`config.mk`:
```
export PLATFORM = sky130hd
export DESIGN_NAME = detector_packet_frame_tracker
export DESIGN_NICKNAME = d
export VERILOG_FILES = /design/src/hdl/fpt_pkg.sv /design/src/hdl/detector_packet_frame_tracker.sv /design/src/hdl/fpt_mac.sv /design/src/hdl/fpt_cfg.sv
export SDC_FILE = /design/constraint.sdc
export NUM_CORES = 2
export LEC_CHECK = 0
export BUFFER_PORTS_ARGS = -buffer_cell sky130_fd_sc_hd__buf_4
export CELL_PAD_IN_SITES_DETAIL_PLACEMENT = 2
export CELL_PAD_IN_SITES_GLOBAL_PLACEMENT = 2
export CORE_UTILIZATION = 36
export CTS_CLUSTER_SIZE = 24
export DETAILED_ROUTE_END_ITERATION = 10
export PLACE_DENSITY_LB_ADDON = 0.1
export SLEW_MARGIN = 20
export SYNTH_ARGS = -nofsm -noshare
export SYNTH_HDL_FRONTEND = slang
export SYNTH_SLANG_ARGS = --single-unit
export TNS_END_PERCENT = 1
```
`constraint.sdc`:
```
create_clock -name clk_i -period 17.55 [get_ports clk_i]
set_input_delay 0.8775 -clock clk_i [delete_from_list [all_inputs] [get_ports clk_i]]
set_output_delay 0.8775 -clock clk_i [all_outputs]
set_load 0.03 [all_outputs]
```
`src/hdl/fpt_pkg.sv`:
```
`default_nettype none
package fpt_pkg;

  localparam int PacketsPerFrame = 128;

  localparam int CfgAddrWidth = 5;

  // configuration register indexes
  typedef enum logic [2:0] {
    REG_DET_WIDTH       = 3'd0,
    REG_MOD_INDEX_X     = 3'd1,
    REG_MOD_INDEX_Y     = 3'd2,
    REG_MOD_HEIGHT      = 3'd3,
    REG_PKT_LINES       = 3'd4,
    REG_FRAME_LIMIT     = 3'd5,
    REG_TIMEOUT_SECONDS = 3'd6
  } cfg_reg_e;

  localparam logic [12:0] DetWidthReset       = 13'd1024;
  localparam logic [3:0]  ModIndexXReset      = 4'd0;
  localparam logic [3:0]  ModIndexYReset      = 4'd0;
  localparam logic [10:0] ModHeightReset      = 11'd512;
  localparam logic [12:0] PktLinesReset       = 13'd4;
  localparam logic [31:0] FrameLimitReset     = 32'hFFFF_FFFF;
  localparam logic [15:0] TimeoutReset        = 16'd10;

  // input command codes
  typedef enum logic {
    CMD_PACKET = 1'b0,
    CMD_TICK   = 1'b1
  } cmd_e;

  typedef enum logic [3:0] {
    ST_IDLE,
    ST_MUL0,
    ST_MUL1,
    ST_MUL2,
    ST_MUL3,
    ST_MUL4,
    ST_MUL5,
    ST_DONE
  } fpt_state_e;

  typedef enum logic [1:0] {
    ACC_HOLD,
    ACC_LOAD,
    ACC_ADD
  } acc_op_e;

  typedef struct packed {
    acc_op_e acc_op;
  } mac_ctrl_t;

  typedef struct packed {
    logic [12:0] det_width;
    logic [3:0]  mod_index_x;
    logic [3:0]  mod_index_y;
    logic [10:0] mod_height;
    logic [12:0] pkt_lines;
    logic [31:0] frame_limit;
    logic [15:0] timeout_seconds;
  } cfg_t;

  typedef struct packed {
    logic        command;
    logic [63:0] frame_number;
    logic [6:0]  packet_number;
    logic [63:0] bunch_id;
    logic [31:0] debug_word;
  } in_t;

  typedef struct packed {
    logic [63:0]        out_frame_number;
    logic signed [7:0]  lost_in_frame;
    logic [63:0]        received_low;
    logic [63:0]        received_high;
    logic [63:0]        out_bunch_id;
    logic [31:0]        out_debug;
    logic [31:0]        first_element;
    logic [15:0]        header_index;
    logic               commit_previous;
    logic               claim_new;
    logic               commit_current;
    logic               stopped;
  } out_t;

endpackage
`default_nettype wire

```
`src/hdl/detector_packet_frame_tracker.sv`:
```
// packet header: after the input transfer the sequencer steps through ST_MUL0..ST_MUL5, six
// passes through the shared 32x32 multiply-accumulate, then loads the result in ST_DONE
// tick or stopped input: the result (if any) is loaded in ST_DONE; input is taken only in ST_IDLE
// the output register lets a new input transfer happen while a result waits
// reset (rst_ni low, asynchronous) loads register defaults and clears all tracker state
`default_nettype none
module detector_packet_frame_tracker (
  input  wire logic                             clk_i,
  input  wire logic                             rst_ni,
  input  wire logic                             psel,
  input  wire logic                             penable,
  input  wire logic                             pwrite,
  input  wire logic [fpt_pkg::CfgAddrWidth-1:0] paddr,
  input  wire logic [31:0]                      pwdata,
  output logic [31:0]                           prdata,
  output logic                                  pready,
  input  wire logic                             in_valid_i,
  output logic                                  in_ready_o,
  input  wire fpt_pkg::in_t                     in_i,
  output logic                                  out_valid_o,
  input  wire logic                             out_ready_i,
  output fpt_pkg::out_t                         out_o
);
  import fpt_pkg::*;

  cfg_t        cfg;
  fpt_state_e  state_q, state_d;
  mac_ctrl_t   mac_ctrl;
  logic [31:0] mac_a, mac_b, mac_prod, mac_acc;
  logic        in_xfer, load_out;

  // tracker state
  logic [63:0]  last_frame_q, last_frame_d;
  logic         slot_held_q, slot_held_d;
  logic [7:0]   count_q, count_d;
  logic [127:0] map_q, map_d;
  logic [31:0]  frames_q, frames_d;
  logic [15:0]  idle_q, idle_d;
  logic         halted_q, halted_d;

  // item in progress
  out_t        res_q, res_d;
  logic        is_pkt_q, is_pkt_d;
  logic        has_res_q, has_res_d;
  logic [6:0]  pnum_q, pnum_d;
  logic [15:0] hidx_q, hidx_d;
  logic        out_valid_q;
  out_t        out_q, out_d;

  // per-transfer helpers
  logic         halt_now, new_frame;
  logic [15:0]  idle_inc;
  logic [7:0]   cnt_base, cnt_new;
  logic [127:0] map_base, map_new;
  logic [31:0]  line_idx;

  fpt_cfg u_cfg (
    .clk_i   (clk_i),
    .rst_ni  (rst_ni),
    .psel    (psel),
    .penable (penable),
    .pwrite  (pwrite),
    .paddr   (paddr),
    .pwdata  (pwdata),
    .prdata  (prdata),
    .pready  (pready),
    .cfg_o   (cfg)
  );

  fpt_mac u_mac (
    .clk_i  (clk_i),
    .ctrl_i (mac_ctrl),
    .a_i    (mac_a),
    .b_i    (mac_b),
    .prod_o (mac_prod),
    .acc_o  (mac_acc)
  );

  assign in_xfer  = in_valid_i && in_ready_o;
  assign line_idx = 32'(PacketsPerFrame - 1) - 32'(pnum_q);

  // next state
  always_comb begin
    state_d = state_q;
    case (state_q)
      ST_IDLE: begin
        if (in_xfer) begin
          state_d = is_pkt_d ? ST_MUL0 : ST_DONE;
        end
      end
      ST_MUL0: state_d = ST_MUL1;
      ST_MUL1: state_d = ST_MUL2;
      ST_MUL2: state_d = ST_MUL3;
      ST_MUL3: state_d = ST_MUL4;
      ST_MUL4: state_d = ST_MUL5;
      ST_MUL5: state_d = ST_DONE;
      ST_DONE: begin
        if (!has_res_q || !out_valid_q || out_ready_i) begin
          state_d = ST_IDLE;
        end
      end
      default: state_d = ST_IDLE;
    endcase
  end

  // sequencer outputs
  // origin = dw*mx*mh + my*dw, then + lpp*line*dw
  always_comb begin
    in_ready_o      = 1'b0;
    load_out        = 1'b0;
    mac_ctrl.acc_op = ACC_HOLD;
    mac_a           = '0;
    mac_b           = '0;
    hidx_d          = hidx_q;
    case (state_q)
      ST_IDLE: in_ready_o = 1'b1;
      ST_MUL0: begin
        mac_a = 32'(cfg.det_width);
        mac_b = 32'(cfg.mod_index_x);
      end
      ST_MUL1: begin
        mac_a = mac_prod;
        mac_b = 32'(cfg.mod_height);
      end
      ST_MUL2: begin
        mac_a           = 32'(cfg.mod_index_y);
        mac_b           = 32'(cfg.det_width);
        mac_ctrl.acc_op = ACC_LOAD;
      end
      ST_MUL3: begin
        mac_a           = 32'(cfg.pkt_lines);
        mac_b           = line_idx;
        mac_ctrl.acc_op = ACC_ADD;
        hidx_d          = 16'(cfg.mod_index_x) + mac_prod[15:0];
      end
      ST_MUL4: begin
        mac_a = mac_prod;
        mac_b = 32'(cfg.det_width);
      end
      ST_MUL5: mac_ctrl.acc_op = ACC_ADD;
      ST_DONE: load_out = has_res_q && (!out_valid_q || out_ready_i);
      default: in_ready_o = 1'b0;
    endcase
  end

  // tracker update on an input transfer
  always_comb begin
    last_frame_d = last_frame_q;
    slot_held_d  = slot_held_q;
    count_d      = count_q;
    map_d        = map_q;
    frames_d     = frames_q;
    idle_d       = idle_q;
    halted_d     = halted_q;
    res_d        = res_q;
    is_pkt_d     = is_pkt_q;
    has_res_d    = has_res_q;
    pnum_d       = pnum_q;

    halt_now  = halted_q || ((cfg.frame_limit != '1) && (frames_q >= cfg.frame_limit));
    idle_inc  = (idle_q != '1) ? idle_q + 16'd1 : idle_q;
    new_frame = (last_frame_q != '0) && (in_i.frame_number != last_frame_q);
    cnt_base  = new_frame ? '0 : count_q;
    cnt_new   = (cnt_base != '1) ? cnt_base + 8'd1 : cnt_base;
    map_base  = new_frame ? '0 : map_q;
    map_new   = map_base ^ (128'd1 << in_i.packet_number);

    if (in_xfer) begin
      res_d     = '0;
      is_pkt_d  = 1'b0;
      has_res_d = 1'b1;
      pnum_d    = in_i.packet_number;
      if (halt_now) begin
        halted_d      = 1'b1;
        res_d.stopped = 1'b1;
      end else if (in_i.command == CMD_TICK) begin
        idle_d = idle_inc;
        if (idle_inc > cfg.timeout_seconds) begin
          halted_d              = 1'b1;
          res_d.stopped         = 1'b1;
          res_d.commit_previous = slot_held_q;
        end else begin
          has_res_d = 1'b0;
        end
      end else begin
        is_pkt_d    = 1'b1;
        idle_d      = '0;
        slot_held_d = 1'b1;
        count_d     = cnt_new;
        map_d       = map_new;
        if (last_frame_q == '0 || new_frame) begin
          last_frame_d = in_i.frame_number;
        end
        if (new_frame && frames_q != '1) begin
          frames_d = frames_q + 32'd1;
        end
        res_d.out_frame_number = in_i.frame_number;
        res_d.lost_in_frame    = 8'(PacketsPerFrame) - cnt_new;
        res_d.received_low     = map_new[63:0];
        res_d.received_high    = map_new[127:64];
        res_d.out_bunch_id     = in_i.bunch_id;
        res_d.out_debug        = in_i.debug_word;
        res_d.commit_previous  = new_frame && (count_q != 8'(PacketsPerFrame));
        res_d.claim_new        = !slot_held_q || new_frame;
        res_d.commit_current   = (cnt_new == 8'(PacketsPerFrame));
      end
    end
  end

  always_comb begin
    out_d               = res_q;
    out_d.first_element = is_pkt_q ? mac_acc : '0;
    out_d.header_index  = is_pkt_q ? hidx_q : '0;
  end

  always_ff @(posedge clk_i or negedge rst_ni) begin
    if (!rst_ni) begin
      state_q      <= ST_IDLE;
      last_frame_q <= '0;
      slot_held_q  <= 1'b0;
      count_q      <= '0;
      map_q        <= '0;
      frames_q     <= '0;
      idle_q       <= '0;
      halted_q     <= 1'b0;
      is_pkt_q     <= 1'b0;
      has_res_q    <= 1'b0;
      out_valid_q  <= 1'b0;
    end else begin
      state_q      <= state_d;
      last_frame_q <= last_frame_d;
      slot_held_q  <= slot_held_d;
      count_q      <= count_d;
      map_q        <= map_d;
      frames_q     <= frames_d;
      idle_q       <= idle_d;
      halted_q     <= halted_d;
      is_pkt_q     <= is_pkt_d;
      has_res_q    <= has_res_d;
      if (load_out) begin
        out_valid_q <= 1'b1;
      end else if (out_ready_i) begin
        out_valid_q <= 1'b0;
      end
    end
  end

  always_ff @(posedge clk_i) begin
    res_q  <= res_d;
    pnum_q <= pnum_d;
    hidx_q <= hidx_d;
    if (load_out) begin
      out_q <= out_d;
    end
  end

  assign out_valid_o = out_valid_q;
  assign out_o       = out_q;

  a_halt_sticky : assert property (@(posedge clk_i) disable iff (!rst_ni)
    halted_q |=> halted_q)
    else $error("halt flag cleared");

  a_frames_mono : assert property (@(posedge clk_i) disable iff (!rst_ni)
    !$past(!rst_ni) |-> frames_q >= $past(frames_q))
    else $error("frame counter went down");

  a_stop_clean : assert property (@(posedge clk_i) disable iff (!rst_ni)
    (out_valid_o && out_o.stopped) |->
      (!out_o.claim_new && !out_o.commit_current && out_o.first_element == '0))
    else $error("stopped result carries packet fields");

  a_out_from_done : assert property (@(posedge clk_i) disable iff (!rst_ni)
    $rose(out_valid_q) |-> $past(state_q == ST_DONE))
    else $error("result loaded outside done step");

endmodule
`default_nettype wire

```
`src/hdl/fpt_mac.sv`:
```
`default_nettype none
module fpt_mac (
  input  wire logic              clk_i,
  input  wire fpt_pkg::mac_ctrl_t ctrl_i,
  input  wire logic [31:0]       a_i,
  input  wire logic [31:0]       b_i,
  output logic [31:0]            prod_o,
  output logic [31:0]            acc_o
);
  import fpt_pkg::*;

  logic [31:0] prod_q, prod_d;
  logic [31:0] acc_q, acc_d;

  // products wrap modulo 2^32
  assign prod_d = 32'(a_i * b_i);

  always_comb begin
    case (ctrl_i.acc_op)
      ACC_LOAD: acc_d = prod_q;
      ACC_ADD:  acc_d = acc_q + prod_q;
      default:  acc_d = acc_q;
    endcase
  end

  always_ff @(posedge clk_i) begin
    prod_q <= prod_d;
    acc_q  <= acc_d;
  end

  assign prod_o = prod_q;
  assign acc_o  = acc_q;

endmodule
`default_nettype wire

```
`src/hdl/fpt_cfg.sv`:
```
`default_nettype none
module fpt_cfg (
  input  wire logic                             clk_i,
  input  wire logic                             rst_ni,
  input  wire logic                             psel,
  input  wire logic                             penable,
  input  wire logic                             pwrite,
  input  wire logic [fpt_pkg::CfgAddrWidth-1:0] paddr,
  input  wire logic [31:0]                      pwdata,
  output logic [31:0]                           prdata,
  output logic                                  pready,
  output fpt_pkg::cfg_t                         cfg_o
);
  import fpt_pkg::*;

  cfg_t        cfg_q, cfg_d;
  logic        wr_en;
  logic [2:0]  reg_idx;

  assign pready  = 1'b1;
  assign wr_en   = psel && penable && pwrite && pready;
  assign reg_idx = paddr[CfgAddrWidth-1:2];

  always_comb begin
    cfg_d = cfg_q;
    if (wr_en) begin
      case (reg_idx)
        REG_DET_WIDTH:        cfg_d.det_width        = pwdata[12:0];
        REG_MOD_INDEX_X:      cfg_d.mod_index_x      = pwdata[3:0];
        REG_MOD_INDEX_Y:      cfg_d.mod_index_y      = pwdata[3:0];
        REG_MOD_HEIGHT:       cfg_d.mod_height       = pwdata[10:0];
        REG_PKT_LINES:        cfg_d.pkt_lines        = pwdata[12:0];
        REG_FRAME_LIMIT:      cfg_d.frame_limit      = pwdata;
        REG_TIMEOUT_SECONDS:  cfg_d.timeout_seconds  = pwdata[15:0];
        default:              cfg_d = cfg_q;
      endcase
    end
  end

  always_comb begin
    case (reg_idx)
      REG_DET_WIDTH:        prdata = 32'(cfg_q.det_width);
      REG_MOD_INDEX_X:      prdata = 32'(cfg_q.mod_index_x);
      REG_MOD_INDEX_Y:      prdata = 32'(cfg_q.mod_index_y);
      REG_MOD_HEIGHT:       prdata = 32'(cfg_q.mod_height);
      REG_PKT_LINES:        prdata = 32'(cfg_q.pkt_lines);
      REG_FRAME_LIMIT:      prdata = cfg_q.frame_limit;
      REG_TIMEOUT_SECONDS:  prdata = 32'(cfg_q.timeout_seconds);
      default:              prdata = '0;
    endcase
  end

  always_ff @(posedge clk_i or negedge rst_ni) begin
    if (!rst_ni) begin
      cfg_q.det_width        <= DetWidthReset;
      cfg_q.mod_index_x      <= ModIndexXReset;
      cfg_q.mod_index_y      <= ModIndexYReset;
      cfg_q.mod_height       <= ModHeightReset;
      cfg_q.pkt_lines        <= PktLinesReset;
      cfg_q.frame_limit      <= FrameLimitReset;
      cfg_q.timeout_seconds  <= TimeoutReset;
    end else begin
      cfg_q <= cfg_d;
    end
  end

  assign cfg_o = cfg_q;

endmodule
`default_nettype wire
```
== Word level (Yosys, flattened, before mapping) ==
Cells that the tools add are included.

* Input bits: 212
* Logic and storage cells: 154
* Flip-flop bits (word level): 1,085
* Output and inout bits: 383

* Bitwise logic cells: 3
* $mul: 1
* Mux-type cells: 30
* Shift operators: 1
* Add/subtract/negate cells: 7
* Eq/ne operators: 24
* Reductions and logical operators: 42
* Order comparisons: 2

{| class="wikitable"
|+ Operators with widths
! kind !! number
|-
| 32-bit case mux with 4 select lines || 2
|-
| 32-bit case mux with 7 select lines || 1
|-
| 128-bit 2-to-1 mux || 1
|-
| 1-bit by 7-bit << shifter with 128-bit output, first input constant || 1
|-
| 128-bit bitwise XOR || 1
|-
| 64-bit zero test || 1
|-
| 32-bit inequality test, second input constant || 2
|-
| 64-bit inequality test || 1
|-
| 32-bit case mux with 2 select lines || 1
|-
| 64-bit nonzero test || 1
|-
| 32-bit by 1-bit adder with 32-bit output, second input constant || 1
|-
| 32-bit adder || 1
|-
| 32-bit >= comparator || 1
|-
| 32-bit by 32-bit multiplier with 32-bit output || 1
|-
| 16-bit 2-to-1 mux || 2
|-
| 4-bit case mux with 8 select lines || 1
|-
| 2-bit AND reduction || 9
|-
| 16-bit by 1-bit adder with 16-bit output, second input constant || 1
|-
| 4-bit by 16-bit adder with 16-bit output || 1
|-
| 4-bit by 3-bit == test with 1-bit output, second input constant || 4
|-
| 16-bit > comparator || 1
|-
| 1-bit 2-to-1 mux || 16
|-
| 8-bit 2-to-1 mux || 2
|-
| 16-bit inequality test, second input constant || 1
|-
| 26 further kinds || 56
|}

== Longest topological paths before layout ==
* Depth in word-level cells: 8
* Mapped depth: 35
* Depth with buffers taken out: 31

== Modules after synthesis ==
From an unflattened synthesis, not the netlist that was laid out.

* Cell total of the unflattened synthesis: 5,654
* Area total of the unflattened synthesis: 63,865.0 um^2

{| class="wikitable"
|+ Modules (own cells, without submodules)
! module !! sequential area each (um^2) !! cells each !! area an instance (um^2) !! times used
|-
| detector_packet_frame_tracker || 26,555.5 || 3,262 || 40,294.9 || 1
|-
| fpt_mac || 1,601.5 || 2,077 || 19,209.7 || 1
|-
| fpt_cfg || 2,373.5 || 315 || 4,360.4 || 1
|}

== Least setup slack after synthesis ==
Ideal clock, no wire load.

* Path type: reg2reg
* Start: register state_q[0]
* End: register out_q (netlist bit out_o[0]), enable pin
* Slack: -1,758 ps
* Clock period less this slack: 19,308 ps
* Data required time: 16,376 ps
* Library setup time: 1,174 ps
* Buffers on the path: 3
* Cell stages (with the launch flop): 7
* Arrival: 18,134 ps
* Cells stage by stage: dfrtp_1 -> clkbuf_1 -> clkbuf_1 -> clkbuf_1 -> and2_1 -> nand3_1 -> a21oi_1

* Cells in the longest elaborated chain, start to end: 2

{| class="wikitable"
|+ Ends and longest elaborated chain
! what !! RTL line !! source
|-
| from (decl) || detector_packet_frame_tracker.sv:27 || <nowiki>fpt_state_e state_q, state_d;</nowiki>
|-
| from (signal assigned) || detector_packet_frame_tracker.sv:230 || <nowiki>state_q <= state_d;</nowiki>
|-
| 4-bit by 3-bit == test with 1-bit output || detector_packet_frame_tracker.sv:115 || <nowiki>case (state_q)</nowiki>
|-
| 1-bit 2-to-1 mux || detector_packet_frame_tracker.sv:115 ||
|-
| net load_out || detector_packet_frame_tracker.sv:30 || <nowiki>logic in_xfer, load_out;</nowiki>
|-
| to (signal assigned) || detector_packet_frame_tracker.sv:253 || <nowiki>out_q <= out_d;</nowiki>
|-
| to (decl) || detector_packet_frame_tracker.sv:48 || <nowiki>out_t out_q, out_d;</nowiki>
|}

The timed path passes the listed nets, and every way through them passes these cells.
A chain may end at the register's enable or synchronous reset.

== Worst setup path after layout ==
* Start: register state_q[0]
* End: register u_mac.prod_q[28], in the netlist u_mac.prod_o[28]

* Cells in the longest elaborated chain, start to end: 4
* Elaborated cells on any way between the ends: 10
* Classes of those cells: mul (1); eq/ne (5); mux (2); reduce/logical (2)

{| class="wikitable"
|+ Ends and longest elaborated chain
! what !! RTL line !! source
|-
| 4-bit by 3-bit == test with 1-bit output / 4-bit by 2-bit == test with 1-bit output (equally long branches) || detector_packet_frame_tracker.sv:115 ||
|-
| 2-bit OR reduction (no source line) || -- ||
|-
| 32-bit case mux with 4 select lines || detector_packet_frame_tracker.sv:115 ||
|-
| 32-bit by 32-bit multiplier with 32-bit output (*) || fpt_mac.sv:16 || <nowiki>assign prod_d = 32'(a_i * b_i);</nowiki>
|-
| net u_mac.prod_d[28] || fpt_mac.sv:12 || <nowiki>logic [31:0] prod_q, prod_d;</nowiki>
|-
| to (signal assigned) || fpt_mac.sv:27 || <nowiki>prod_q <= prod_d;</nowiki>
|-
| to (decl) || fpt_mac.sv:12 ||
|}

The timed path passes the listed nets; every way through them passes the cells marked *.

==> results by group <==
Timing
  • Finish-stage setup viols: 0
  • Setup TNS: 0 ns
  • Fin crit period: 9.92 ns
  • Min Hold Slack: 0.0541 ns
  • Final hold violation count: 0
  • Final Slew Violations: 0
  • Final Skew: 0.0438 ns
  • Unrepaired setup endpoints after global routing: false
  • Setup ws final: 7.63 ns
  • Worst Max-Slew Pin Slew: roughly 1.1 ns
  • Period Utilization, post-route: 56.5%
  • Max_slew headroom: 26.5%
  • Fmax: slightly above 100 MHz

Layout
  • Layout cells sized above 1: 18.1%
  • Layout Nets: 6,268
  • Final non-filler cell total: 7,788
  • Fillers: ~16k
  • Footprint of the multi-input gates: 25,000 sq um
  • Area grow syn2layout: 19.3%
  • Register area: 30,500 sq um

Power and ir drop
  • Comb pwr share: between 20 and 30%
  • Internal: 0.00571 W
  • Peak VDD IR: 0.0952 mV
  • Part of the power in registers: between 40% and 50%
  • Switching Share: between 30% and 40%
  • Clock share of power: between 30% and 40%
  • Sw power: 0.00322 W
  • Pwr Density: 130 nW/um^2
  • Leak Pwr: approximately 29 nW

Route
  • Routed Antenna Nets: 0
  • Avg WL per Cell: 24.1 microns
  • Residual DRC: 0
  • DRT iter0 DRCs: 2,000
  • Detail-routed via count per cell: ~5.2
  • Vias post-DR: 40.5k
  • Wirelength, routed: 188,000 microns
  • Detailed-router iteration count before antenna repair: 4

Worst hold path
  • Min-delay worst type: primary input to asynchronous set/reset pin

Floorplan
  • Die area: 162,000 sq um
  • Initial Util: ~36%
  • Row count: 146
  • Num ports: 595
  • Core area: 159,000 sq um
  • DIE WIDTH: 403 microns
  • Chip height: 403 microns

Setup path
  • Element type at the critical path end: register
  • Critical Path Start: state_q[0]$_DFFE_PN0P_
  • Critical Path AT: 10.60 ns
  • Kind of critical path: register to register
  • Reg-to-reg critical path startpoint: state_q[0]$_DFFE_PN0P_
  • Crit path max fanout: 57
  • Crit path top cell by count: fa_1
  • CP peak stage delay: 0.65 ns
  • Critical Path Start Type: register
  • Data required time of the worst path: 18.23 ns
  • Critical path's slowest cell: buf_4

Global routing
  • Total gr overflow: 0
  • Initial antenna violation count: 23
  • Vias in the first global route: about 45k
  • Pin count of the biggest net entering global routing: 193
  • Total GRT Usage: a little under a quarter
  • Global-route wire length before repair: 284,000 microns

Flow run
  • Max_cap viols: 0

Place
  • Placed Cells: 7,528
  • PortBufs: 591
  • RD Place Congestion: 0.813
  • DP HPWL: 134,000 microns
  • Setup WS pre-CTS: approximately 7.4 ns

Synth
  • Count of cell types in the netlist: 80
  • Yosys top cell by area: edfxtp_1
  • Top FF cell, synth: edfxtp_1
  • Cells after synthesis: 5,041
  • Post-synth ARST share: between 30% and 40%
  • Total of warnings raised by yosys: 0
  • EDFF count, synth: around 700
  • Syn_area_per_cell: 11.5 sq um
  • Sequential-to-total area share from yosys stat: roughly 53%
  • Yosys reg bits: 1,084
  • Syn Nets: 5,718
  • Synth top area share: 36.5%
  • Top post-synthesis cells by area: edfxtp_1, dfrtp_1, fa_1, ha_1, xnor2_1
  • Cell with the most instances after synthesis: edfxtp_1
  • Mapped cell area: 57,800 sq um
  • Post-synth top cells: edfxtp_1, nor2_1, nand2_1

Clock tree
  • Max clock buf depth: 3
  • Cts bufs inserted: 133
  • Clock slew at reported path FFs: 0.06 ns
  • Hold-fix buffers, CTS: 0
  • CTS tree: done
  • Num Clock Sinks: 1,084
  • Post CTS Setup Buffer Count: 0
  • Clk_lat worst skew: 0.79 ns
  • Post-cts gate resize count: 0
  • H-tree levels: 4
  • Root Buffer: clkbuf_16

Outcome
  • Status: completed
## sequential cells by signal, summed over array words and instances (netlist names)
| signal | flops |
|---|---|
| count_q | 8 |
| frames_q | 32 |
| halted_q | 1 |
| has_res_q | 1 |
| hidx_q | 16 |
| idle_q | 16 |
| is_pkt_q | 1 |
| last_frame_q | 64 |
| map_q | 128 |
| out_d | 300 |
| out_o | 348 |
| out_valid_o | 1 |
| pnum_q | 7 |
| slot_held_q | 1 |
| state_q | 3 |
| u_cfg.cfg_o | 93 |
| u_mac.acc_o | 32 |
| u_mac.prod_o | 32 |
## worst max-delay path, delay by kind of cell, from the launching register on
family	cells	cell delay, ns
AND/OR/NAND/NOR	6	2.04
adder cells (fa/ha/maj)	9	3.74
flip-flops	1	0.36
AO/OA/AOI/OAI	8	2.15
XOR/XNOR	1	0.12
buffers and inverters	8	1.40
## cell type report
class,count,share of cell area [%]
clock buffer,173,5.16
clock inverter,73,1.05
antenna,14,0.0508
tap,2072,3.76
timing repair buffer,672,7.41
multi-input combinational,3334,36.2
inverter,366,2.00
sequential,1084,44.3
## power by group through the flow
stage                     Sequential [W]  Combinational, W  Clock (W)
after floorplan                  0.00401           0.00128          0
after CTS                        0.00367           0.00260    0.00280
after detailed placement         0.00371           0.00259          0
after global routing             0.00371           0.00278    0.00288
final                            0.00366           0.00255    0.00271
after global placement           0.00368           0.00250          0
## metal layers
metal	part of all wire [%]	vias up	global-route usage (%)	wire length (microns)
li1	-	18423	-	-
met1	43	21039	29.7	81600
met2	49	740	39.0	92100
met3	4.2	263	4.11	7870
met4	3.3	18	8.54	6160
met5	0.063	-	0	118
## logic make-up (layout without fill, tap and decap cells)
group / Yosys count / count (layout) / share of synthesized area, %
compound gates: 727 / 727 / 7.44
xor+xnor: 326 / 326 / 4.94
fa+ha+maj: 465 / 465 / 13.4
buf+inv: 623 / 1284 / 4.18
flops: 1084 / 1084 / 52.8
mux: 226 / 226 / 4.22
other cells: 1 / 15 / 0.00649
simple gates: 1589 / 1589 / 13.0
## final timing paths
path / cells past startpoint / to / slack (ns)
setup reg to reg: 32 / u_mac.prod_o[28]$_DFF_P_ / 7.63
hold reg to reg: 0 / out_o[308]$_DFFE_PP_ / 0.39
setup / recovery: 32 / u_mac.prod_o[28]$_DFF_P_ / 7.63
hold / removal: 1 / frames_q[21]$_DFFE_PN0P_ / 0.05
min in group clk_i: 3 / u_cfg.cfg_o[37]$_DFFE_PN1P_ / 0.30
max in group asynchronous: 3 / last_frame_q[62]$_DFFE_PN0P_ / 15.49
## cell usage in the layout, fill, tap and decap left out, types with 15 or more instances in the layout
master     netlist  final
nand2b_1        31     28
nand2_1        461    461
nor4_1          30     28
xnor2_1        244    244
clkbuf_1       212     32
fa_1           255    255
nand3_1        153    153
clkbuf_16        0    133
dfxtp_1         32     32
dfrtp_1        312    312
a21oi_1        274    272
mux2_1          60     60
o21ai_0        173    172
dfstp_2         37     37
mux2_2          61     61
and2_1         223    223
xor2_1          82     82
nand4_1         48     48
a31oi_1         97     97
and3_1          44     42
o21a_1          16     15
a21o_1          38     38
clkinv_1         0     20
edfxtp_1       703    703
buf_4            1    666
nor3_1          36     31
mux2i_1        103    103
nor2_1         462    459
ha_1           210    210
or2_2           19     19
inv_1          363    362
nor2b_1         28     28
clkinv_2         0     24
a22oi_1         23     23
## metrics by stage
| step | instance area, sq um | util [%] | power, W |
|---|---|---|---|
| 6_report | 68900 | 43.4 | 0.00893 |
| 2_1_floorplan | 57800 | - | 0.00528 |
| 3_5_place_dp | 64600 | 40.6 | 0.00630 |
| 5_1_grt | 68900 | 43.3 | 0.00937 |
| 3_3_place_gp | 64600 | 40.6 | 0.00618 |
| 4_1_cts | 68800 | 43.3 | 0.00907 |
Note: power is estimated with default switching activity, not from simulation.
